File: config.mk
export PLATFORM = sky130hd
export DESIGN_NAME = fisr_fmul
export DESIGN_NICKNAME = d
export VERILOG_FILES = /design/src/design/fisr_pkg.sv /design/src/design/fisr_fmul.sv
export SDC_FILE = /design/constraint.sdc
export NUM_CORES = 2
export LEC_CHECK = 0
export ABC_AREA = 1
export BUFFER_PORTS_ARGS = -buffer_cell sky130_fd_sc_hd__buf_2
export CAP_MARGIN = 40
export CORE_ASPECT_RATIO = 1.4
export CORE_MARGIN = 2
export CORE_UTILIZATION = 53
export CTS_BUF_LIST = sky130_fd_sc_hd__clkbuf_8
export CTS_CLUSTER_SIZE = 14
export DETAILED_ROUTE_END_ITERATION = 6
export PLACE_DENSITY = 0.7
export SYNTH_ARGS = -nofsm -noshare
export SYNTH_HDL_FRONTEND = slang
export SYNTH_SLANG_ARGS = --single-unit
export TNS_END_PERCENT = 1
File: constraint.sdc
create_clock -name clk -period 11.4 [get_ports clk]
set_input_delay 2.85 -clock clk [delete_from_list [all_inputs] [get_ports clk]]
set_output_delay 2.85 -clock clk [all_outputs]
set_load 0.05 [all_outputs]
File: src/design/fisr_pkg.sv
`timescale 1ns / 1ps
// ----------------------------------------------------------------------------
// fisr_pkg
// Shared types and float helper functions for the reciprocal square root
// pipeline: single-precision multiply and add, each split into two halves.
// ----------------------------------------------------------------------------
package fisr_pkg;

  localparam logic [31:0] MagicReset = 32'h5F37_5A86;
  localparam logic [31:0] CanonNan   = 32'h7FC0_0000;
  localparam logic [31:0] OneHalf    = 32'h3F00_0000;
  localparam logic [31:0] ThreeHalf  = 32'h3FC0_0000;
  localparam logic [33:0] InfWord    = 34'h0_7F80_0000;

  typedef struct packed {
    logic        spec;
    logic [31:0] spec_bits;
    logic        sign;
    logic [8:0]  esum;
    logic [5:0]  pab;
    logic [47:0] prod;
  } fmul_mid_t;

  typedef struct packed {
    logic        spec;
    logic [31:0] spec_bits;
    logic        sign;
    logic        zsign;
    logic [7:0]  ebig;
    logic [27:0] sum;
  } fadd_mid_t;

  function automatic logic [4:0] lead24(input logic [23:0] m);
    logic [4:0] p;
    p = 5'd0;
    for (int i = 0; i < 24; i++) begin
      if (m[i]) p = 5'(i);
    end
    return p;
  endfunction

  function automatic logic [4:0] lead28(input logic [27:0] m);
    logic [4:0] p;
    p = 5'd0;
    for (int i = 0; i < 28; i++) begin
      if (m[i]) p = 5'(i);
    end
    return p;
  endfunction

  function automatic fmul_mid_t fmul_front(input logic [31:0] a, input logic [31:0] b);
    fmul_mid_t  r;
    logic       na, nb, ia, ib, za, zb, sg;
    logic [7:0] ea, eb;
    logic [23:0] ma, mb;
    sg = a[31] ^ b[31];
    na = (a[30:23] == 8'hFF) && (a[22:0] != 23'd0);
    nb = (b[30:23] == 8'hFF) && (b[22:0] != 23'd0);
    ia = (a[30:23] == 8'hFF) && (a[22:0] == 23'd0);
    ib = (b[30:23] == 8'hFF) && (b[22:0] == 23'd0);
    za = (a[30:0] == 31'd0);
    zb = (b[30:0] == 31'd0);
    ea = (a[30:23] == 8'd0) ? 8'd1 : a[30:23];
    eb = (b[30:23] == 8'd0) ? 8'd1 : b[30:23];
    ma = {(a[30:23] != 8'd0), a[22:0]};
    mb = {(b[30:23] != 8'd0), b[22:0]};
    r.sign = sg;
    r.esum = {1'b0, ea} + {1'b0, eb};
    r.pab  = {1'b0, lead24(ma)} + {1'b0, lead24(mb)};
    r.prod = {24'd0, ma} * {24'd0, mb};
    r.spec = 1'b1;
    if (na || nb || (ia && zb) || (za && ib)) begin
      r.spec_bits = CanonNan;
    end else if (ia || ib) begin
      r.spec_bits = {sg, 8'hFF, 23'd0};
    end else if (za || zb) begin
      r.spec_bits = {sg, 31'd0};
    end else begin
      r.spec      = 1'b0;
      r.spec_bits = 32'd0;
    end
    return r;
  endfunction

  function automatic logic [31:0] fmul_back(input fmul_mid_t m);
    logic [5:0]         p;
    logic signed [10:0] sn, ss, s, fs;
    logic [47:0]        q, mask;
    logic               g, st, inc;
    logic [33:0]        word;
    logic [31:0]        res;
    p  = m.pab + {5'd0, m.prod[m.pab + 6'd1]};
    sn = $signed({5'd0, p}) - 11'sd23;
    ss = 11'sd151 - $signed({2'd0, m.esum});
    s  = (sn > ss) ? sn : ss;
    fs = s + $signed({2'd0, m.esum}) - 11'sd151;
    if (s >= 11'sd49) begin
      q    = 48'd0;
      g    = 1'b0;
      st   = |m.prod;
      mask = 48'd0;
    end else begin
      q = m.prod >> s[5:0];
      if (s == 11'sd0) begin
        g    = 1'b0;
        mask = 48'd0;
      end else begin
        g    = m.prod[s[5:0] - 6'd1];
        mask = (48'd1 << (s[5:0] - 6'd1)) - 48'd1;
      end
      st = |(m.prod & mask);
    end
    inc  = g & (st | q[0]);
    word = {1'b0, fs[9:0], 23'd0} + {10'd0, q[23:0]} + {33'd0, inc};
    if (word >= InfWord) begin
      res = {m.sign, 8'hFF, 23'd0};
    end else begin
      res = {m.sign, word[30:0]};
    end
    return m.spec ? m.spec_bits : res;
  endfunction

  function automatic fadd_mid_t fadd_front(input logic [31:0] a, input logic [31:0] b);
    fadd_mid_t   r;
    logic        na, nb, ia, ib, big_a, st;
    logic [7:0]  ea, eb, e_big, e_sml, d;
    logic [23:0] ma, mb, m_big, m_sml;
    logic [26:0] s3, al, mask;
    logic [27:0] big3, sml;
    na = (a[30:23] == 8'hFF) && (a[22:0] != 23'd0);
    nb = (b[30:23] == 8'hFF) && (b[22:0] != 23'd0);
    ia = (a[30:23] == 8'hFF) && (a[22:0] == 23'd0);
    ib = (b[30:23] == 8'hFF) && (b[22:0] == 23'd0);
    ea = (a[30:23] == 8'd0) ? 8'd1 : a[30:23];
    eb = (b[30:23] == 8'd0) ? 8'd1 : b[30:23];
    ma = {(a[30:23] != 8'd0), a[22:0]};
    mb = {(b[30:23] != 8'd0), b[22:0]};
    big_a = (a[30:0] >= b[30:0]);
    e_big = big_a ? ea : eb;
    e_sml = big_a ? eb : ea;
    m_big = big_a ? ma : mb;
    m_sml = big_a ? mb : ma;
    d  = e_big - e_sml;
    s3 = {m_sml, 3'd0};
    if (d >= 8'd27) begin
      al = 27'd0;
      st = |m_sml;
    end else begin
      al   = s3 >> d[4:0];
      mask = (27'd1 << d[4:0]) - 27'd1;
      st   = |(s3 & mask);
    end
    sml  = {1'b0, al | {26'd0, st}};
    big3 = {1'b0, m_big, 3'd0};
    r.sum   = (a[31] ^ b[31]) ? (big3 - sml) : (big3 + sml);
    r.sign  = big_a ? a[31] : b[31];
    r.zsign = a[31] & b[31];
    r.ebig  = e_big;
    r.spec  = 1'b1;
    if (na || nb || (ia && ib && (a[31] != b[31]))) begin
      r.spec_bits = CanonNan;
    end else if (ia) begin
      r.spec_bits = {a[31], 8'hFF, 23'd0};
    end else if (ib) begin
      r.spec_bits = {b[31], 8'hFF, 23'd0};
    end else begin
      r.spec      = 1'b0;
      r.spec_bits = 32'd0;
    end
    return r;
  endfunction

  function automatic logic [31:0] fadd_back(input fadd_mid_t m);
    logic [4:0]        p;
    logic signed [9:0] sn, ss, s, fs, ns;
    logic [27:0]       q, mask;
    logic              g, st, inc;
    logic [33:0]       word;
    logic [31:0]       res;
    p  = lead28(m.sum);
    sn = $signed({5'd0, p}) - 10'sd23;
    ss = 10'sd4 - $signed({2'd0, m.ebig});
    s  = (sn > ss) ? sn : ss;
    fs = s + $signed({2'd0, m.ebig}) - 10'sd4;
    ns = -s;
    if (s < 10'sd0) begin
      q    = m.sum << ns[4:0];
      g    = 1'b0;
      mask = 28'd0;
    end else if (s == 10'sd0) begin
      q    = m.sum;
      g    = 1'b0;
      mask = 28'd0;
    end else begin
      q    = m.sum >> s[4:0];
      g    = m.sum[s[4:0] - 5'd1];
      mask = (28'd1 << (s[4:0] - 5'd1)) - 28'd1;
    end
    st   = |(m.sum & mask);
    inc  = g & (st | q[0]);
    word = {2'd0, fs[8:0], 23'd0} + {10'd0, q[23:0]} + {33'd0, inc};
    if (word >= InfWord) begin
      res = {m.sign, 8'hFF, 23'd0};
    end else begin
      res = {m.sign, word[30:0]};
    end
    if (m.spec) begin
      res = m.spec_bits;
    end else if (m.sum == 28'd0) begin
      res = {m.zsign, 31'd0};
    end
    return res;
  endfunction

endpackage

File: src/design/fisr_fmul.sv
`timescale 1ns / 1ps
// ----------------------------------------------------------------------------
// fisr_fmul
// Two-stage single-precision multiplier. The first stage forms the mantissa
// product, the second normalizes and rounds to nearest even. A side word
// travels along with each request.
// ----------------------------------------------------------------------------
module fisr_fmul
  import fisr_pkg::*;
(
  input  logic        clk,
  input  logic        rst,
  input  logic        en,
  input  logic        in_valid,
  input  logic [31:0] a,
  input  logic [31:0] b,
  input  logic [31:0] in_aux,
  output logic        out_valid,
  output logic [31:0] product,
  output logic [31:0] out_aux
);

  fmul_mid_t   mid;
  logic [31:0] mid_aux;
  logic        mid_valid;

  always_ff @(posedge clk) begin
    if (rst) begin
      mid_valid <= 1'b0;
      out_valid <= 1'b0;
    end else if (en) begin
      mid_valid <= in_valid;
      out_valid <= mid_valid;
    end
  end

  always_ff @(posedge clk) begin
    if (en) begin
      mid     <= fmul_front(a, b);
      mid_aux <= in_aux;
      product <= fmul_back(mid);
      out_aux <= mid_aux;
    end
  end

endmodule

# Yosys cells after proc, flatten, opt, wreduce, memory -nomap -nowiden
# Index checks and enable logic that the tools add are counted.
[totals]
elab_cells = 133
out_inout_bits = 65
in_bits = 100
ff_bits = 195
[op_classes]
n_shift = 2
mul = 1
n_reduce_logical = 25
bitwise = 4
n_eq_ne = 2
add_sub_neg = 12
magnitude_cmp = 5
muxes = 70
[ops]
columns = ["op", "count"]
rows = [
  ["$mux W5", 46],
  ["$mux W48", 3],
  ["$mux W32", 3],
  ["$reduce_or A48 Y1", 2],
  ["$logic_not A31 Y1", 2],
  ["$and A48 B48 Y48", 1],
  ["$mul A24 B24 Y48", 1],
  ["$mux W24", 2],
  ["$shl A1 B6 Y48 const A", 1],
  ["$shr A48 B6 Y24", 1],
  ["$sub A48 B1 Y48 const B", 1],
  ["$logic_not A23 Y1", 2],
  ["$reduce_bool A23 Y1", 2],
  ["$add A33 B24 Y34", 1],
  ["$add A34 B1 Y34", 1],
  ["$ge A34 B31 Y1 const B", 1],
  ["$mux W31", 1],
  ["$eq A8 B8 Y1 const B", 2],
  ["$logic_not A8 Y1", 2],
  ["$mux W8", 2],
  ["$reduce_bool A8 Y1", 2],
  ["$lt A6 B7 Y1 const B", 2],
  ["$bmux W1 S6", 2],
  ["$ge A11 B7 Y1 const B", 1],
  ["other kinds (19)", 37],
]

# Depth between registers and ports, before layout
[depth]
ltp_word = 25
depth_mapped = 56

# Worst setup path before layout
# Ideal clock, no wire load.
[synth_timing]
path_type = "input -> register"
startpoint = "in b[3]"
endpoint = "reg mid[47] (netlist name), data pin"
required_time_ns = 11.135
arrival_time_ns = 10.243
path_stages = 30
slack_ns = 0.891
path_cell_list = "clkbuf_1 -> clkbuf_1 -> nand2_1 -> fa_1 -> inv_1 -> fa_1 -> fa_1 -> inv_1 -> fa_1 -> fa_1 -> inv_1 -> fa_1 -> fa_1 -> ha_1 -> nand2_1 -> o21ai_0 -> o21bai_1 -> a31oi_1 -> o21ai_0 -> a21boi_0 -> o21ai_0 -> a21boi_0 -> o21ai_0 -> a21boi_0 -> o21ai_0 -> a21oi_1 -> o21ai_0 -> a31oi_1 -> o21ai_0 -> xor2_1"
[synth_between]
elab_chain_cells = 1
[synth_rtl]
columns = ["item", "line", "source"]
rows = [
  ["start, declared", "fisr_fmul.sv:16", "input logic [31:0] b,"],
  ["$mul A24 B24 Y48", "fisr_pkg.sv:70", "r.prod = {24'd0, ma} * {24'd0, mb};"],
  ["end signal, assigned", "fisr_fmul.sv:39", "mid <= fmul_front(a, b);"],
  ["end, declared", "fisr_fmul.sv:23", "fmul_mid_t mid;"],
]
# No other way between the ends.
# A chain may end at the register's enable or synchronous reset.

# Final worst setup path
[layout_timing]
startpoint = "in b[3]"
endpoint = "reg mid[45] (netlist name), data pin"
# The elaborated chain is that of the path after synthesis.

==> summary.txt <==
Synthesis
  – Mapped Cells: 4,733
  – Post-synth ARST share: 0
  – Mapped Area: 0.03432 sq mm
  – Yosys top cell area share: 0.2829
  – Synth warnings: 0
  – Mapped Nets: 5,544
  – Post-synthesis sequential area ratio: 0.1446
  – Top cells by area, synth: fa_1 28%, edfxtp_1 14%, nand2_1 14%
  – Mean Syn Cell Area: 7.252 sq um
  – Most common cell in the netlist: nand2_1
  – Seq cells post-synth: 166
  – Synth cell types: 54
  – Cell taking the most area after synthesis: fa_1
  – EDFF count, synth: 164
  – Most used DFF post-synth: edfxtp_1
  – Post-synth top cells: 1,297 x nand2_1, 950 x inv_1, 485 x fa_1, 424 x nand3_1, 368 x nor2_1

Min path
  – Hold Path Class: register to register
  – Hold endpoint: out_aux[6]
  – Hold Crit Depth: 0
  – Worst Hold Launch: mid_aux[6]

Floorplanning
  – # IOs: 165
  – Die width: 219.1 um
  – Die Ht: 305.1 um
  – Die area: 0.06684 sq mm
  – Initial Util: 0.5352
  – # rows: 110
  – Core box area: 0.06414 sq mm

Critical path
  – Top fanout value on the critical path: 15
  – Crit path kind: primary input to register
  – Worst R2R Setup Slack: 1180 ps
  – Worst r2r src: mid[48]
  – Delay of the slowest critical-path stage: 550 ps
  – Path depth of the worst reg2reg path: 48
  – RR Endpoint: product[0]
  – Critical path endpoint category: register
  – WP buf/inv: 6
  – Critical path required time: 11,670 ps
  – Startpoint Class: primary input
  – CP max-delay cell: fa_1
  – Critical path's most frequent cell: fa_1
  – Critical path data arrival time: 10,880 ps
  – Cell family with most CP delay: adder cells
  – Setup crit start: b[3]

Routing
  – Vias post-DR: 31,190
  – Drt drc: 0
  – Vias per Instance: 5.536
  – Final WL: 110,900 um
  – Iter 0 DRT Violations: 2,734
  – Routed length per placed instance: 19.68 um
  – DR pass1 iterations: 6
  – Number of nets with antenna violations after routing: 0

Global route
  – Largest net degree at the start of global routing: 71
  – Grt total ovfl: 0
  – M3 GR Usage: 0.03683
  – GRT Max-Usage Layer: met2
  – Antenna violations before repair: 4
  – Met2 usage: 0.5926
  – Met1 Usage GRT: 0.3885
  – First-pass GRT wire length: 171,900 um
  – Total GRT Usage: 0.3368
  – Number of global-route vias before repair: 31,510

Finish
  – Area taken by multi-input logic gates: 0.02468 sq mm
  – Fillers: 6,380
  – Reg area: 0.004965 sq mm
  – Non-Filler Instances: 5,635
  – Nets@finish: 5,591
  – Layout cells sized above 1: 0.08158
  – Layout area overhead: 5.690%

Place
  – PortBufs: 164
  – Routability Congestion: 1.028
  – DP Worst Slack: 304.1 ps
  – Post-Place Cells: 5,601
  – DP HPWL: 90,870 um

STA
  – Final hold vios: 0
  – Tmin final: 10,610 ps
  – Min Hold Slack: 397.7 ps
  – Final Cycle Share: 0.9305
  – Setup Skew: 25.97 ps
  – RSZ-0062 raised after global routing: false
  – Setup TNS: 0 ps
  – Relative max-transition margin: 0.4340
  – Setup WS post-layout: 791.8 ps
  – Final setup vio count: 0
  – Fmax: 94.27 MHz
  – Final Max Slew Viols: 0
  – Worst-Margin Slew: 848.9 ps

CTS
  – CTS HTree Levels: 4
  – CTS Buffer Depth: 2
  – Postcts setup bufs: 0
  – TritonCTS Sinks: 166
  – CTS tree: yes
  – Post-CTS resize count: 0
  – Worst-Skew Late Latency: 540 ps
  – Post-CTS Hold Fix Bufs: 0
  – Clk pin slew, worst setup/hold paths: 120 ps
  – Cts bufs inserted: 17
  – Root cell of the clock tree: clkbuf_8

Status
  – Status: completed

Job
  – Max cap viols: 0
## metrics by stage
stage                       util  instance area [sq um]
after floorplan                -                  34320
after global placement    0.5596                  35890
after detailed placement  0.5596                  35890
after CTS                 0.5655                  36270
after global routing      0.5656                  36280
final                     0.5656                  36280
## cells by family after synthesis
logic type               after synthesis  synth area share
AO/OA/AOI/OAI                        275           0.04473
XOR/XNOR                              89           0.02293
adder cells (fa/ha/maj)              711            0.3653
buffers and inverters               1197            0.1363
flip-flops                           166            0.1446
AND/OR/NAND/NOR                     2295            0.2861
## area by class of cell
| type | count | area share |
|---|---|---|
| clock inverter | 15 | 0.004001 |
| inverter | 965 | 0.09992 |
| multi-input combinational | 3370 | 0.6803 |
| clock buffer | 17 | 0.006450 |
| sequential | 166 | 0.1369 |
| antenna | 2 | 0.0001380 |
| tap | 840 | 0.02897 |
| timing repair buffer | 260 | 0.04335 |
## registers in the layout, summed over array words and instances, names as in the netlist
signal,flops
mid_valid,1
mid,68
out_valid,1
mid_aux,32
out_aux,32
product,32
## worst max path at each step
stage / end / slack (ps) / cells after the start
2_1_floorplan: mid[47] / 890 / 30
3_3_place_gp: mid[47] / 460 / 31
3_5_place_dp: mid[45] / 300 / 31
4_1_cts: mid[45] / 890 / 31
5_1_grt: mid[47] / 350 / 34
6_report: mid[45] / 790 / 31
## routing by layer
| layer | vias up | share of wire |
|---|---|---|
| met5 | - | 0 |
| met4 | 0 | 0.073 |
| met3 | 396 | 0.069 |
| met2 | 1420 | 0.50 |
| met1 | 14870 | 0.36 |
| li1 | 14510 | - |
## layout by cell type (no fill, tap or decap), types with 3 or more instances in the layout
master and n:
or2_2 5, clkbuf_8 17, nor2_4 3, xnor2_1 26, buf_2 163, nor3_1 26
xor2_1 62, a211oi_1 3, nand2_1 1297, clkinvlp_4 4, nor2_1 368, ha_1 226
o21bai_1 18, edfxtp_1 164, nor2_8 3, nand3b_1 11, o21ai_1 12, inv_2 12
a31oi_1 4, o211ai_1 5, a21o_1 6, nand4_1 78, nor4_1 8, inv_1 951
fa_1 485, a21boi_0 6, nand3_1 424, clkinv_8 3, inv_6 4, buf_4 94
a21oi_2 6, nor2_2 27, nand3_2 6, o21ai_0 82, nand2_4 8, nand2_2 21
a21oi_1 124
Power is left out: the tool's default activity adds up to more than one toggle a clock period on the data nets, which glitch-free logic cannot reach.
