**config.mk**
```make
export PLATFORM = sky130hd
export DESIGN_NAME = fisr_fadd
export DESIGN_NICKNAME = d
export VERILOG_FILES = /design/src/design/fisr_pkg.sv /design/src/design/fisr_fadd.sv
export SDC_FILE = /design/constraint.sdc
export NUM_CORES = 1
export LEC_CHECK = 0
export BUFFER_PORTS_ARGS = -buffer_cell sky130_fd_sc_hd__buf_2
export CORE_AREA = 2 2 183 185
export DETAILED_ROUTE_END_ITERATION = 8
export DIE_AREA = 0 0 185 187
export GPL_TIMING_DRIVEN = 0
export PLACE_DENSITY_LB_ADDON = 0.12
export REMOVE_ABC_BUFFERS = 1
export SLEW_MARGIN = 40
export SYNTH_ARGS = -nofsm -noshare
export SYNTH_HDL_FRONTEND = slang
export SYNTH_SLANG_ARGS = --single-unit
```
**constraint.sdc**
```tcl
create_clock -name clk -period 12.5 [get_ports clk]
set_input_delay 0 -clock clk [delete_from_list [all_inputs] [get_ports clk]]
set_output_delay 0 -clock clk [all_outputs]
set_load 0.01 [all_outputs]
```
**src/design/fisr_pkg.sv**
```systemverilog
`timescale 1ns / 1ps
// ----------------------------------------------------------------------------
// fisr_pkg
// Shared types and float helper functions for the reciprocal square root
// pipeline: single-precision multiply and add, each split into two halves.
// ----------------------------------------------------------------------------
package fisr_pkg;

  localparam logic [31:0] MagicReset = 32'h5F37_5A86;
  localparam logic [31:0] CanonNan   = 32'h7FC0_0000;
  localparam logic [31:0] OneHalf    = 32'h3F00_0000;
  localparam logic [31:0] ThreeHalf  = 32'h3FC0_0000;
  localparam logic [33:0] InfWord    = 34'h0_7F80_0000;

  typedef struct packed {
    logic        spec;
    logic [31:0] spec_bits;
    logic        sign;
    logic [8:0]  esum;
    logic [5:0]  pab;
    logic [47:0] prod;
  } fmul_mid_t;

  typedef struct packed {
    logic        spec;
    logic [31:0] spec_bits;
    logic        sign;
    logic        zsign;
    logic [7:0]  ebig;
    logic [27:0] sum;
  } fadd_mid_t;

  function automatic logic [4:0] lead24(input logic [23:0] m);
    logic [4:0] p;
    p = 5'd0;
    for (int i = 0; i < 24; i++) begin
      if (m[i]) p = 5'(i);
    end
    return p;
  endfunction

  function automatic logic [4:0] lead28(input logic [27:0] m);
    logic [4:0] p;
    p = 5'd0;
    for (int i = 0; i < 28; i++) begin
      if (m[i]) p = 5'(i);
    end
    return p;
  endfunction

  function automatic fmul_mid_t fmul_front(input logic [31:0] a, input logic [31:0] b);
    fmul_mid_t  r;
    logic       na, nb, ia, ib, za, zb, sg;
    logic [7:0] ea, eb;
    logic [23:0] ma, mb;
    sg = a[31] ^ b[31];
    na = (a[30:23] == 8'hFF) && (a[22:0] != 23'd0);
    nb = (b[30:23] == 8'hFF) && (b[22:0] != 23'd0);
    ia = (a[30:23] == 8'hFF) && (a[22:0] == 23'd0);
    ib = (b[30:23] == 8'hFF) && (b[22:0] == 23'd0);
    za = (a[30:0] == 31'd0);
    zb = (b[30:0] == 31'd0);
    ea = (a[30:23] == 8'd0) ? 8'd1 : a[30:23];
    eb = (b[30:23] == 8'd0) ? 8'd1 : b[30:23];
    ma = {(a[30:23] != 8'd0), a[22:0]};
    mb = {(b[30:23] != 8'd0), b[22:0]};
    r.sign = sg;
    r.esum = {1'b0, ea} + {1'b0, eb};
    r.pab  = {1'b0, lead24(ma)} + {1'b0, lead24(mb)};
    r.prod = {24'd0, ma} * {24'd0, mb};
    r.spec = 1'b1;
    if (na || nb || (ia && zb) || (za && ib)) begin
      r.spec_bits = CanonNan;
    end else if (ia || ib) begin
      r.spec_bits = {sg, 8'hFF, 23'd0};
    end else if (za || zb) begin
      r.spec_bits = {sg, 31'd0};
    end else begin
      r.spec      = 1'b0;
      r.spec_bits = 32'd0;
    end
    return r;
  endfunction

  function automatic logic [31:0] fmul_back(input fmul_mid_t m);
    logic [5:0]         p;
    logic signed [10:0] sn, ss, s, fs;
    logic [47:0]        q, mask;
    logic               g, st, inc;
    logic [33:0]        word;
    logic [31:0]        res;
    p  = m.pab + {5'd0, m.prod[m.pab + 6'd1]};
    sn = $signed({5'd0, p}) - 11'sd23;
    ss = 11'sd151 - $signed({2'd0, m.esum});
    s  = (sn > ss) ? sn : ss;
    fs = s + $signed({2'd0, m.esum}) - 11'sd151;
    if (s >= 11'sd49) begin
      q    = 48'd0;
      g    = 1'b0;
      st   = |m.prod;
      mask = 48'd0;
    end else begin
      q = m.prod >> s[5:0];
      if (s == 11'sd0) begin
        g    = 1'b0;
        mask = 48'd0;
      end else begin
        g    = m.prod[s[5:0] - 6'd1];
        mask = (48'd1 << (s[5:0] - 6'd1)) - 48'd1;
      end
      st = |(m.prod & mask);
    end
    inc  = g & (st | q[0]);
    word = {1'b0, fs[9:0], 23'd0} + {10'd0, q[23:0]} + {33'd0, inc};
    if (word >= InfWord) begin
      res = {m.sign, 8'hFF, 23'd0};
    end else begin
      res = {m.sign, word[30:0]};
    end
    return m.spec ? m.spec_bits : res;
  endfunction

  function automatic fadd_mid_t fadd_front(input logic [31:0] a, input logic [31:0] b);
    fadd_mid_t   r;
    logic        na, nb, ia, ib, big_a, st;
    logic [7:0]  ea, eb, e_big, e_sml, d;
    logic [23:0] ma, mb, m_big, m_sml;
    logic [26:0] s3, al, mask;
    logic [27:0] big3, sml;
    na = (a[30:23] == 8'hFF) && (a[22:0] != 23'd0);
    nb = (b[30:23] == 8'hFF) && (b[22:0] != 23'd0);
    ia = (a[30:23] == 8'hFF) && (a[22:0] == 23'd0);
    ib = (b[30:23] == 8'hFF) && (b[22:0] == 23'd0);
    ea = (a[30:23] == 8'd0) ? 8'd1 : a[30:23];
    eb = (b[30:23] == 8'd0) ? 8'd1 : b[30:23];
    ma = {(a[30:23] != 8'd0), a[22:0]};
    mb = {(b[30:23] != 8'd0), b[22:0]};
    big_a = (a[30:0] >= b[30:0]);
    e_big = big_a ? ea : eb;
    e_sml = big_a ? eb : ea;
    m_big = big_a ? ma : mb;
    m_sml = big_a ? mb : ma;
    d  = e_big - e_sml;
    s3 = {m_sml, 3'd0};
    if (d >= 8'd27) begin
      al = 27'd0;
      st = |m_sml;
    end else begin
      al   = s3 >> d[4:0];
      mask = (27'd1 << d[4:0]) - 27'd1;
      st   = |(s3 & mask);
    end
    sml  = {1'b0, al | {26'd0, st}};
    big3 = {1'b0, m_big, 3'd0};
    r.sum   = (a[31] ^ b[31]) ? (big3 - sml) : (big3 + sml);
    r.sign  = big_a ? a[31] : b[31];
    r.zsign = a[31] & b[31];
    r.ebig  = e_big;
    r.spec  = 1'b1;
    if (na || nb || (ia && ib && (a[31] != b[31]))) begin
      r.spec_bits = CanonNan;
    end else if (ia) begin
      r.spec_bits = {a[31], 8'hFF, 23'd0};
    end else if (ib) begin
      r.spec_bits = {b[31], 8'hFF, 23'd0};
    end else begin
      r.spec      = 1'b0;
      r.spec_bits = 32'd0;
    end
    return r;
  endfunction

  function automatic logic [31:0] fadd_back(input fadd_mid_t m);
    logic [4:0]        p;
    logic signed [9:0] sn, ss, s, fs, ns;
    logic [27:0]       q, mask;
    logic              g, st, inc;
    logic [33:0]       word;
    logic [31:0]       res;
    p  = lead28(m.sum);
    sn = $signed({5'd0, p}) - 10'sd23;
    ss = 10'sd4 - $signed({2'd0, m.ebig});
    s  = (sn > ss) ? sn : ss;
    fs = s + $signed({2'd0, m.ebig}) - 10'sd4;
    ns = -s;
    if (s < 10'sd0) begin
      q    = m.sum << ns[4:0];
      g    = 1'b0;
      mask = 28'd0;
    end else if (s == 10'sd0) begin
      q    = m.sum;
      g    = 1'b0;
      mask = 28'd0;
    end else begin
      q    = m.sum >> s[4:0];
      g    = m.sum[s[4:0] - 5'd1];
      mask = (28'd1 << (s[4:0] - 5'd1)) - 28'd1;
    end
    st   = |(m.sum & mask);
    inc  = g & (st | q[0]);
    word = {2'd0, fs[8:0], 23'd0} + {10'd0, q[23:0]} + {33'd0, inc};
    if (word >= InfWord) begin
      res = {m.sign, 8'hFF, 23'd0};
    end else begin
      res = {m.sign, word[30:0]};
    end
    if (m.spec) begin
      res = m.spec_bits;
    end else if (m.sum == 28'd0) begin
      res = {m.zsign, 31'd0};
    end
    return res;
  endfunction

endpackage

```
**src/design/fisr_fadd.sv**
```systemverilog
`timescale 1ns / 1ps
// ----------------------------------------------------------------------------
// fisr_fadd
// Two-stage single-precision adder. The first stage aligns and adds, the
// second normalizes and rounds to nearest even. A side word travels along.
// ----------------------------------------------------------------------------
module fisr_fadd
  import fisr_pkg::*;
(
  input  logic        clk,
  input  logic        rst,
  input  logic        en,
  input  logic        in_valid,
  input  logic [31:0] a,
  input  logic [31:0] b,
  input  logic [31:0] in_aux,
  output logic        out_valid,
  output logic [31:0] sum,
  output logic [31:0] out_aux
);

  fadd_mid_t   mid;
  logic [31:0] mid_aux;
  logic        mid_valid;

  always_ff @(posedge clk) begin
    if (rst) begin
      mid_valid <= 1'b0;
      out_valid <= 1'b0;
    end else if (en) begin
      mid_valid <= in_valid;
      out_valid <= mid_valid;
    end
  end

  always_ff @(posedge clk) begin
    if (en) begin
      mid     <= fadd_front(a, b);
      mid_aux <= in_aux;
      sum     <= fadd_back(mid);
      out_aux <= mid_aux;
    end
  end

endmodule

```
* Word level (Yosys, flattened, before mapping)
Index checks and enable logic that the tools add are counted.
** Storage, ports and cells
- Register bits :: 169
- Logic and storage cells :: 126
** Operators by class
- Order comparisons :: 6
- Reductions and logical operators :: 22
- Bitwise logic cells :: 7
- Shift-type cells :: 5
- Eq/ne operators :: 3
- Add/sub/neg operators :: 13
- Mux-type cells :: 58
** Operator list (number)
- $mux W5 :: 27
- $mux W32 :: 4
- $mux W24 :: 5
- $mux W28 :: 4
- $mux W27 :: 2
- $logic_not A23 Y1 :: 2
- $reduce_bool A23 Y1 :: 2
- $add A33 B1 Y34 :: 1
- $ge A34 B31 Y1 const B :: 1
- $add A32 B24 Y33 :: 1
- $mux W8 :: 4
- $ge A31 B31 Y1 :: 1
- $mux W31 :: 1
- $add A27 B27 Y28 :: 1
- $and A28 B28 Y28 :: 1
- $logic_not A28 Y1 :: 1
- $reduce_or A28 Y1 :: 1
- $shl A1 B5 Y28 const A :: 1
- $shl A28 B5 Y24 :: 1
- $shr A28 B5 Y24 :: 1
- $sub A27 B27 Y28 :: 1
- $sub A28 B1 Y28 const B :: 1
- $and A27 B27 Y27 :: 1
- $or A27 B1 Y27 :: 1
- other kinds (30) :: 48

* Logic depth before layout (Yosys ltp)
Gate-level depths: netlist of run 1.
- Word-level depth :: 46
- Gate-level depth with buffers :: 49
- Depth with buffers taken out :: 41

* Least setup slack after synthesis of run 1
OpenSTA, ideal clock, no wires.
- Kind :: input to register
- From :: input b[20]
- To :: register mid[27] in the netlist's numbering, data pin
- Stages on the path :: 47
- Arrival time :: 9.145 ns
- Path slack :: 3.090 ns
- Data required time :: 12.235 ns
- Buffers on the path :: 9
- Cell sequence :: inv_1 > ha_1 > a21oi_1 > o21ai_0 > a2111oi_0 > a21oi_1 > nor2_1 > buf_2 > clkbuf_1 > buf_1 > buf_1 > clkbuf_1 > a21oi_1 > fa_1 > xnor2_1 > clkbuf_1 > clkbuf_1 > clkbuf_1 > [11 not listed] > fa_1 > nand2b_1 > a21oi_1 > o21bai_1 > a21oi_1 > o21ai_0 > nand2b_1 > a21o_1 > nor4b_1 > o31a_1 > a221oi_1 > a211oi_1 > o21bai_1 > a211oi_1 > a21oi_1 > a2bb2oi_1 > nor3_1 > or3_1
** On the way
- Word-level cells in the longest chain between the ends :: 12
** Ends and longest elaborated chain
- start, declared :: line fisr_fadd.sv:15 : input logic [31:0] b,
- $ge A31 B31 Y1 :: line fisr_pkg.sv:138 : big_a = (a[30:0] >= b[30:0]);
- $mux W8, on equally long branches :: line fisr_pkg.sv:139, fisr_pkg.sv:140
- $sub A8 B8 Y8 :: line fisr_pkg.sv:143 : d = e_big - e_sml;
- $shl A1 B5 Y27 :: line fisr_pkg.sv:150 : mask = (27'd1 << d[4:0]) - 27'd1;
- $sub A27 B1 Y27 :: line fisr_pkg.sv:150
- $and A27 B27 Y27 :: line fisr_pkg.sv:151 : st = |(s3 & mask);
- $reduce_or A27 Y1 :: line fisr_pkg.sv:151
- $mux W1 :: line fisr_pkg.sv:145 : if (d >= 8'd27) begin
- $mux W1 :: line fisr_fadd.sv:37 : if (en) begin
- $or A27 B1 Y27 :: line fisr_pkg.sv:153 : sml = {1'b0, al | {26'd0, st}};
- $add A27 B27 Y28 or $sub A27 B27 Y28 (tied branches) :: line fisr_pkg.sv:155 : r.sum = (a[31] ^ b[31]) ? (big3 - sml) : (big3 + sml);
- $mux W28 (*) :: line fisr_pkg.sv:155
- end signal, assigned :: line fisr_fadd.sv:38 : mid <= fadd_front(a, b);
- end, declared :: line fisr_fadd.sv:22 : fadd_mid_t mid;
Every way passes the cells marked *; elsewhere a longest branch is shown, timed or not. The select of a mux whose other input is x is not followed.
A chain may end at the register's enable or synchronous reset.

* Worst setup path in the final report of run 1
- From :: register mid[9] in the netlist's numbering
- To :: register sum[0], data pin
** On the way
- Word-level cells in the longest chain between the ends :: 38
** Ends and longest elaborated chain
- $mux W5 (19 in series) :: line fisr_pkg.sv:46 : if (m[i]) p = 5'(i);
- $mux W5 :: line fisr_fadd.sv:37
- $sub A5 B5 Y6 :: line fisr_pkg.sv:181 : sn = $signed({5'd0, p}) - 10'sd23;
- $gt A6 B9 Y1 :: line fisr_pkg.sv:183 : s = (sn > ss) ? sn : ss;
- $mux W10 :: line fisr_pkg.sv:183
- $sub A5 B1 Y5 :: line fisr_pkg.sv:196, fisr_pkg.sv:197
- $shl A1 B5 Y28 :: line fisr_pkg.sv:197 : mask = (28'd1 << (s[4:0] - 5'd1)) - 28'd1;
- $sub A28 B1 Y28 :: line fisr_pkg.sv:197
- [4 not listed]
- $reduce_or A28 Y1 :: line fisr_pkg.sv:199 : st = |(m.sum & mask);
- $or A1 B1 Y1 :: line fisr_pkg.sv:200 : inc = g & (st | q[0]);
- $and A1 B1 Y1 :: line fisr_pkg.sv:200
- $add A33 B1 Y34 :: line fisr_pkg.sv:201 : word = {2'd0, fs[8:0], 23'd0} + {10'd0, q[23:0]} + {33'd0, inc};
- $ge A34 B31 Y1 :: line fisr_pkg.sv:202 : if (word >= InfWord) begin
- $mux W31 :: line fisr_pkg.sv:202
- $mux W32 (*) :: line fisr_pkg.sv:209 : end else if (m.sum == 28'd0) begin
- $mux W32 (*) :: line fisr_pkg.sv:207 : if (m.spec) begin
- end signal, assigned :: line fisr_fadd.sv:40 : sum <= fadd_back(mid);
- end, declared :: line fisr_fadd.sv:18 : output logic [31:0] sum,
Marks and branches as above.

==> results.toml, run 1 <==
[drt]
wl_met1_um = 25200
first_pass_iters = 8
vias = 19300
drc = 0
antenna_left = 0
drt_first_iter_violations = 2443
detail_route.wl_per_cell_um = 23.9
wl_um = 67600
viasPerCell = 6.80
top_layer = "met5"
wl_met3_um = 6110
wl_met2_um = 31300

[synthesis]
synth-seq-cells = 139
synth.mux.area_fraction = 0.0806
synth_top_family_by_area = "compound AO/OA/AOI/OAI gates"
synth_compound_area_frac = 0.280
yosys_warnings = 0
ys_seq_area_frac = 0.234
yosys.area_share.simple = 0.208
synth_edf_count = 137
synth_area_mm2 = 0.0178
ys_types = 97
synth-adder-area-share = 0.0894
ys.flop_type = "edfxtp_1"
async_flop_share = 0
synthXorXnorAreaFrac = 0.0404
synth_cells = 2262
avgSynthCellArea_um2 = 7.85

[critical_path]
worstSetupPathType = "reg -> reg"
arrival_ps = 12030
end_kind = "flip-flop"
slowest_delay_ps = 760
worstPathMaxFanout = 48
worstPathRequired_ps = 12680
crit_slowest_cell = "a2111oi_1"
worstSetupStartpointType = "flip-flop"

[clock_tree]
cts_buffers = 17
clk_pin_slew_worst_paths_ps = 80
numClockSinks = 139
clk_path_buf_depth = 2
worstSkewPairLatency_ps = 440
tritoncts = "yes"
cts_htree_levels = 4
ctsRootBufferMaster = "clkbuf_16"

[place]
dpl-instance-area_mm2 = 0.0191
gp_congestion = 1.01
portBuffers = 164
place_hpwl_um = 50700

[timing]
max_freq_mhz = 84.4
maxSlewViolCount = 0
max_slew_margin = 0.355
finalCritPeriodShare = 0.948
period_needed_ps = 11850
worst_pin_slew_ps = 967
hold_viol = 0
skew_ps = 14.2
final.setup.tns_ps = 0
setup_viol = 0
rsz0062_at_grt = "no"

[min_path]
hp-class = "in -> reg"

[cells_and_area]
final_util = 0.611
drive_above_1_share = 0.149
fillers = 2959
final_nets = 2593
syn_to_final_growth_pct = 13.2
post-route-cell-area_mm2 = 0.0201

[floorplanning]
io_pins = 165
core_mm2 = 0.0329
dieArea_mm2 = 0.0346
fp.dieH_um = 187
rows = 67
start_util = 0.540
die_x_um = 185

[grt]
grt_pass1_wl_um = 104000
grt_max_degree = 72
grt_pass1_vias = 18400
grt_remaining_overflow = 0
grt.total_usage = 0.385
antenna_found_initial = 2

[status]
status = "completed"

[power]
power_density_mw_per_mm2 = 222
ir_worst_vdd_mv = 0.123
p_leak_uw = 0.00820

[flow_run]
maxCapViolations = 0
[path summary, 6_finish.rpt]
check                     endpoint  slack [ps]  cells past startpoint             startpoint
max           sum[0]$_SDFFCE_PP0P_         650                     30       mid[9]$_DFFE_PP_
min              mid[30]$_DFFE_PP_          30                      3                  a[25]
max reg2reg   sum[0]$_SDFFCE_PP0P_         650                     30       mid[9]$_DFFE_PP_
min reg2reg  out_aux[29]$_DFFE_PP_         420                      0  mid_aux[29]$_DFFE_PP_
[cell type report]
type                       count  area, um^2  share of cell area
inverter                     158         593              0.0295
tap                          448         561              0.0279
antenna                        1        2.50            0.000125
clock inverter                15         151             0.00754
timing repair buffer         225        1570              0.0781
sequential                   139        4150               0.207
clock buffer                  17         425              0.0212
multi-input combinational   1827       12600               0.629
[flip-flops by register name, summed over array words and instances (netlist names)]
signal,cells
mid,41
mid_aux,32
out_aux,32
sum,32
mid_valid,1
out_valid,1
[timing repair]
| item | in CTS | in global routing |
|---|---|---|
| hold buffers | 39 | 0 |
| gates resized for setup | 0 | 0 |
| endpoints found under the hold margin | 39 | 0 |
| setup buffers | 0 | 0 |
[cells in the mapped netlist, drive strengths merged (8+ instances only)]
master,n,area (um^2)
a31oi,21,131
or2,13,81.3
clkbuf,86,323
o22ai,23,144
a22oi,18,135
nand3b,8,60.1
mux4,33,743
nand2,231,870
o21a,14,105
mux2i,53,531
a211oi,43,323
nand4,26,169
o2111ai,9,78.8
a221oi,16,146
nor2,173,657
nor2b,16,100
edfxtp,137,4110
mux2,14,158
and3,18,113
ha,122,1530
buf,51,278
o221ai,9,78.8
o211ai,39,308
a32oi,8,70.1
or4,8,60.1
and2,13,81.3
nand2b,24,150
a21o,30,225
a211o,15,131
o21bai,19,143
nor3,84,459
a21oi,194,986
nand3,75,375
a2111oi,11,104
o31ai,18,149
or3,11,68.8
o21ai,201,1010
xor2,29,254
nor4,43,324
inv,158,593
xnor2,53,464
[critical path: cells and delay by family (launching register included)]
family	cells	cell delay (ps)
AO/OA/AOI/OAI	11	4000
XOR/XNOR	1	190
adder cells (fa/ha/maj)	2	810
buffers and inverters	5	1270
flip-flops	1	700
multiplexers	1	550
AND/OR/NAND/NOR	10	4000
[logic make-up after synthesis]
| group | after synthesis |
|---|---|
| AO/OA/AOI/OAI | 764 |
| XOR/XNOR | 82 |
| adder cells (fa/ha/maj) | 125 |
| buffers and inverters | 296 |
| flip-flops | 139 |
| multiplexers | 100 |
| AND/OR/NAND/NOR | 756 |
[cell usage in the layout, fill, tap and decap left out, types with 35 or more instances in the layout]
master / netlist / layout
dlygate4sd3_1: 0 / 39
o211ai_1: 36 / 36
nor3_1: 80 / 76
nand2_1: 230 / 228
ha_1: 122 / 119
nand3_1: 75 / 74
mux2i_1: 53 / 53
inv_1: 153 / 152
o21ai_0: 195 / 192
buf_2: 30 / 166
a21oi_1: 190 / 187
xnor2_1: 53 / 51
nor2_1: 172 / 165
a211oi_1: 43 / 41
edfxtp_1: 137 / 137
nor4_1: 37 / 35
[per-layer routing]
metal / vias to the layer above / track usage
li1: 8733 / -
met2: 1238 / 0.630
met1: 8987 / 0.463
met4: 4 / 0.255
met5: - / 0
met3: 289 / 0.0678
[per-stage QoR]
step	setup slack [ps]	cells	power (uW)	hold WS, ps
2_1_floorplan	1390	2124	2840	72.4
3_3_place_gp	-2840	2736	3690	173
3_5_place_dp	1010	2757	3810	175
4_1_cts	1000	2828	4330	24.3
5_1_grt	291	2829	4720	65.7
6_report	653	2830	4460	33.4
[power by group]
part           total (uW)  switching [uW]  internal, uW
sequential            747             123           623
clock                 500             235           266
combinational        3220            2040          1170
total                4460            2400          2060
(Power assumes the default switching activity.)
==> run 2: changes to the inputs <==
clock period = 10.35 ns   (was 12.5 ns; I/O delays follow)
==> run 2 against run 1 <==
Maximum frequency grew 17%. Count of clock-buffer cells in the layout stayed put. Wire length increased by 1.4%. Largest power group unchanged. Highest routed layer unchanged.
==> results.toml, run 2 (synthesis results as in run 1) <==
[floorplanning]
io_pins = 165
dieArea_mm2 = 0.0346
die_x_um = 185
rows = 67
core_mm2 = 0.0329
fp.dieH_um = 187
start_util = 0.540

[grt]
grt_pass1_wl_um = 104000
antenna_found_initial = 2
grt_pass1_vias = 18400
grt.total_usage = 0.386
grt_max_degree = 72
grt_remaining_overflow = 0

[cells_and_area]
ff_latch_area_mm2 = 0.00415
fillers = 2940
drive_above_1_share = 0.156
layout_common_cells = "nand2_1 (228), o21ai_0 (192), a21oi_1 (186), buf_2 (166), nor2_1 (165)"
final_util = 0.617
multi_input_area_mm2 = 0.0128
largest_register_ffs = 41
largest_register = "mid"
syn_to_final_growth_pct = 14.1
final_common_cell = "nand2_1"
final_nets = 2602
post-route-cell-area_mm2 = 0.0203

[flow_run]
maxCapViolations = 0

[critical_path]
crit_slowest_cell = "edfxtp_1"
path_buf_inv = 4
path_delay_family = "compound AO/OA/AOI/OAI gates"
arrival_ps = 10340
worstSetupStartpointType = "flip-flop"
end_kind = "flip-flop"
slowest_delay_ps = 700
worstSetupPathType = "reg -> reg"
r2r_cells = 32
worstPathRequired_ps = 10530
cp.depth = 32
worstPathMaxFanout = 29

[place]
place_hpwl_um = 50700
portBuffers = 164
dpl-instance-area_mm2 = 0.0191
gp_congestion = 1.01

[clock_tree]
cts_buffers = 17
cts_htree_levels = 4
numClockSinks = 139
clk_path_buf_depth = 2
tritoncts = "yes"
ctsRootBufferMaster = "clkbuf_16"
clk_pin_slew_worst_paths_ps = 80
worstSkewPairLatency_ps = 450

[power]
pwr-share-seq = 0.165
power_density_mw_per_mm2 = 268
p_leak_uw = 0.00826
power.switching_uw = 2940
p_comb_frac = 0.724
internal_power_uw = 2500
sw_frac_of_total = 0.540
ir_worst_vdd_mv = 0.149
clockPowerShare = 0.111
power_uw = 5440

[drt]
detail_route.wl_per_cell_um = 24.2
vias = 19400
viasPerCell = 6.83
drt_first_iter_violations = 2278
first_pass_iters = 8
wl_um = 68600
antenna_left = 0
drc = 0

[status]
status = "completed"

[timing]
maxSlewViolCount = 0
max_slew_margin = 0.327
max_freq_mhz = 98.4
finalCritPeriodShare = 0.981
hold_viol = 0
worst_pin_slew_ps = 1000
final.setup.tns_ps = 0
skew_ps = 17.1
period_needed_ps = 10160
setup_viol = 0
rsz0062_at_grt = "yes"

[min_path]
hp-class = "in -> reg"
whs_path_depth = 3
## run 2: path summary, 6_finish.rpt
| kind | endpoint | from | slack [ps] |
|---|---|---|---|
| max | sum[0]$_SDFFCE_PP0P_ | mid[8]$_DFFE_PP_ | 190 |
| min reg2reg | out_aux[29]$_DFFE_PP_ | mid_aux[29]$_DFFE_PP_ | 420 |
| max reg2reg | sum[0]$_SDFFCE_PP0P_ | mid[8]$_DFFE_PP_ | 190 |
| min | mid[34]$_DFFE_PP_ | a[29] | 30 |
## run 2: tightest hold or removal path, stage by stage
cell and delay [ps]:
buf_2 130, nand2_1 50, o21ai_0 150
## run 2: metal layers
layer | global-route usage | routed length [um]
met4 | 0.254 | 5180
met5 | 0 | 58
met2 | 0.632 | 31700
met1 | 0.465 | 25100
met3 | 0.0670 | 6530
## run 2: through the flow
| step | setup slack (ps) | std cells | hold slack [ps] |
|---|---|---|---|
| after floorplan | -759 | 2124 | 72.4 |
| after global placement | -4990 | 2736 | 173 |
| after detailed placement | -1140 | 2757 | 175 |
| after CTS | 102 | 2829 | 24.3 |
| after global routing | -15.4 | 2838 | 65.8 |
| final | 192 | 2839 | 32.2 |
## run 2: final cells by class
| type | instances | share of cell area |
|---|---|---|
| repair buffers | 230 | 0.0789 |
| clock buffers | 17 | 0.0210 |
| clock inverters | 15 | 0.00747 |
| well taps | 448 | 0.0277 |
| flip-flops and latches | 139 | 0.205 |
| multi-input cells | 1831 | 0.630 |
| diodes | 1 | 0.000123 |
| inverters | 158 | 0.0296 |
## run 2: what timing repair did
action / in CTS / in global routing
pin swaps: 0 / 5
gates resized for setup: 9 / 10
hold buffers: 39 / 0
setup buffers: 0 / 6
hold endpoints to repair: 39 / 0
cloned: 1 / 3
endpoints found under the setup margin: 31 / 32
## run 2: power groups by stage
stage / Sequential [uW] / Clock, uW / Combinational (uW)
finish: 895 / 606 / 3940
global route: 897 / 631 / 4210
CTS: 887 / 608 / 3750
detailed placement: 899 / 0 / 3700
global placement: 901 / 0 / 3560
floorplan: 853 / 0 / 2580
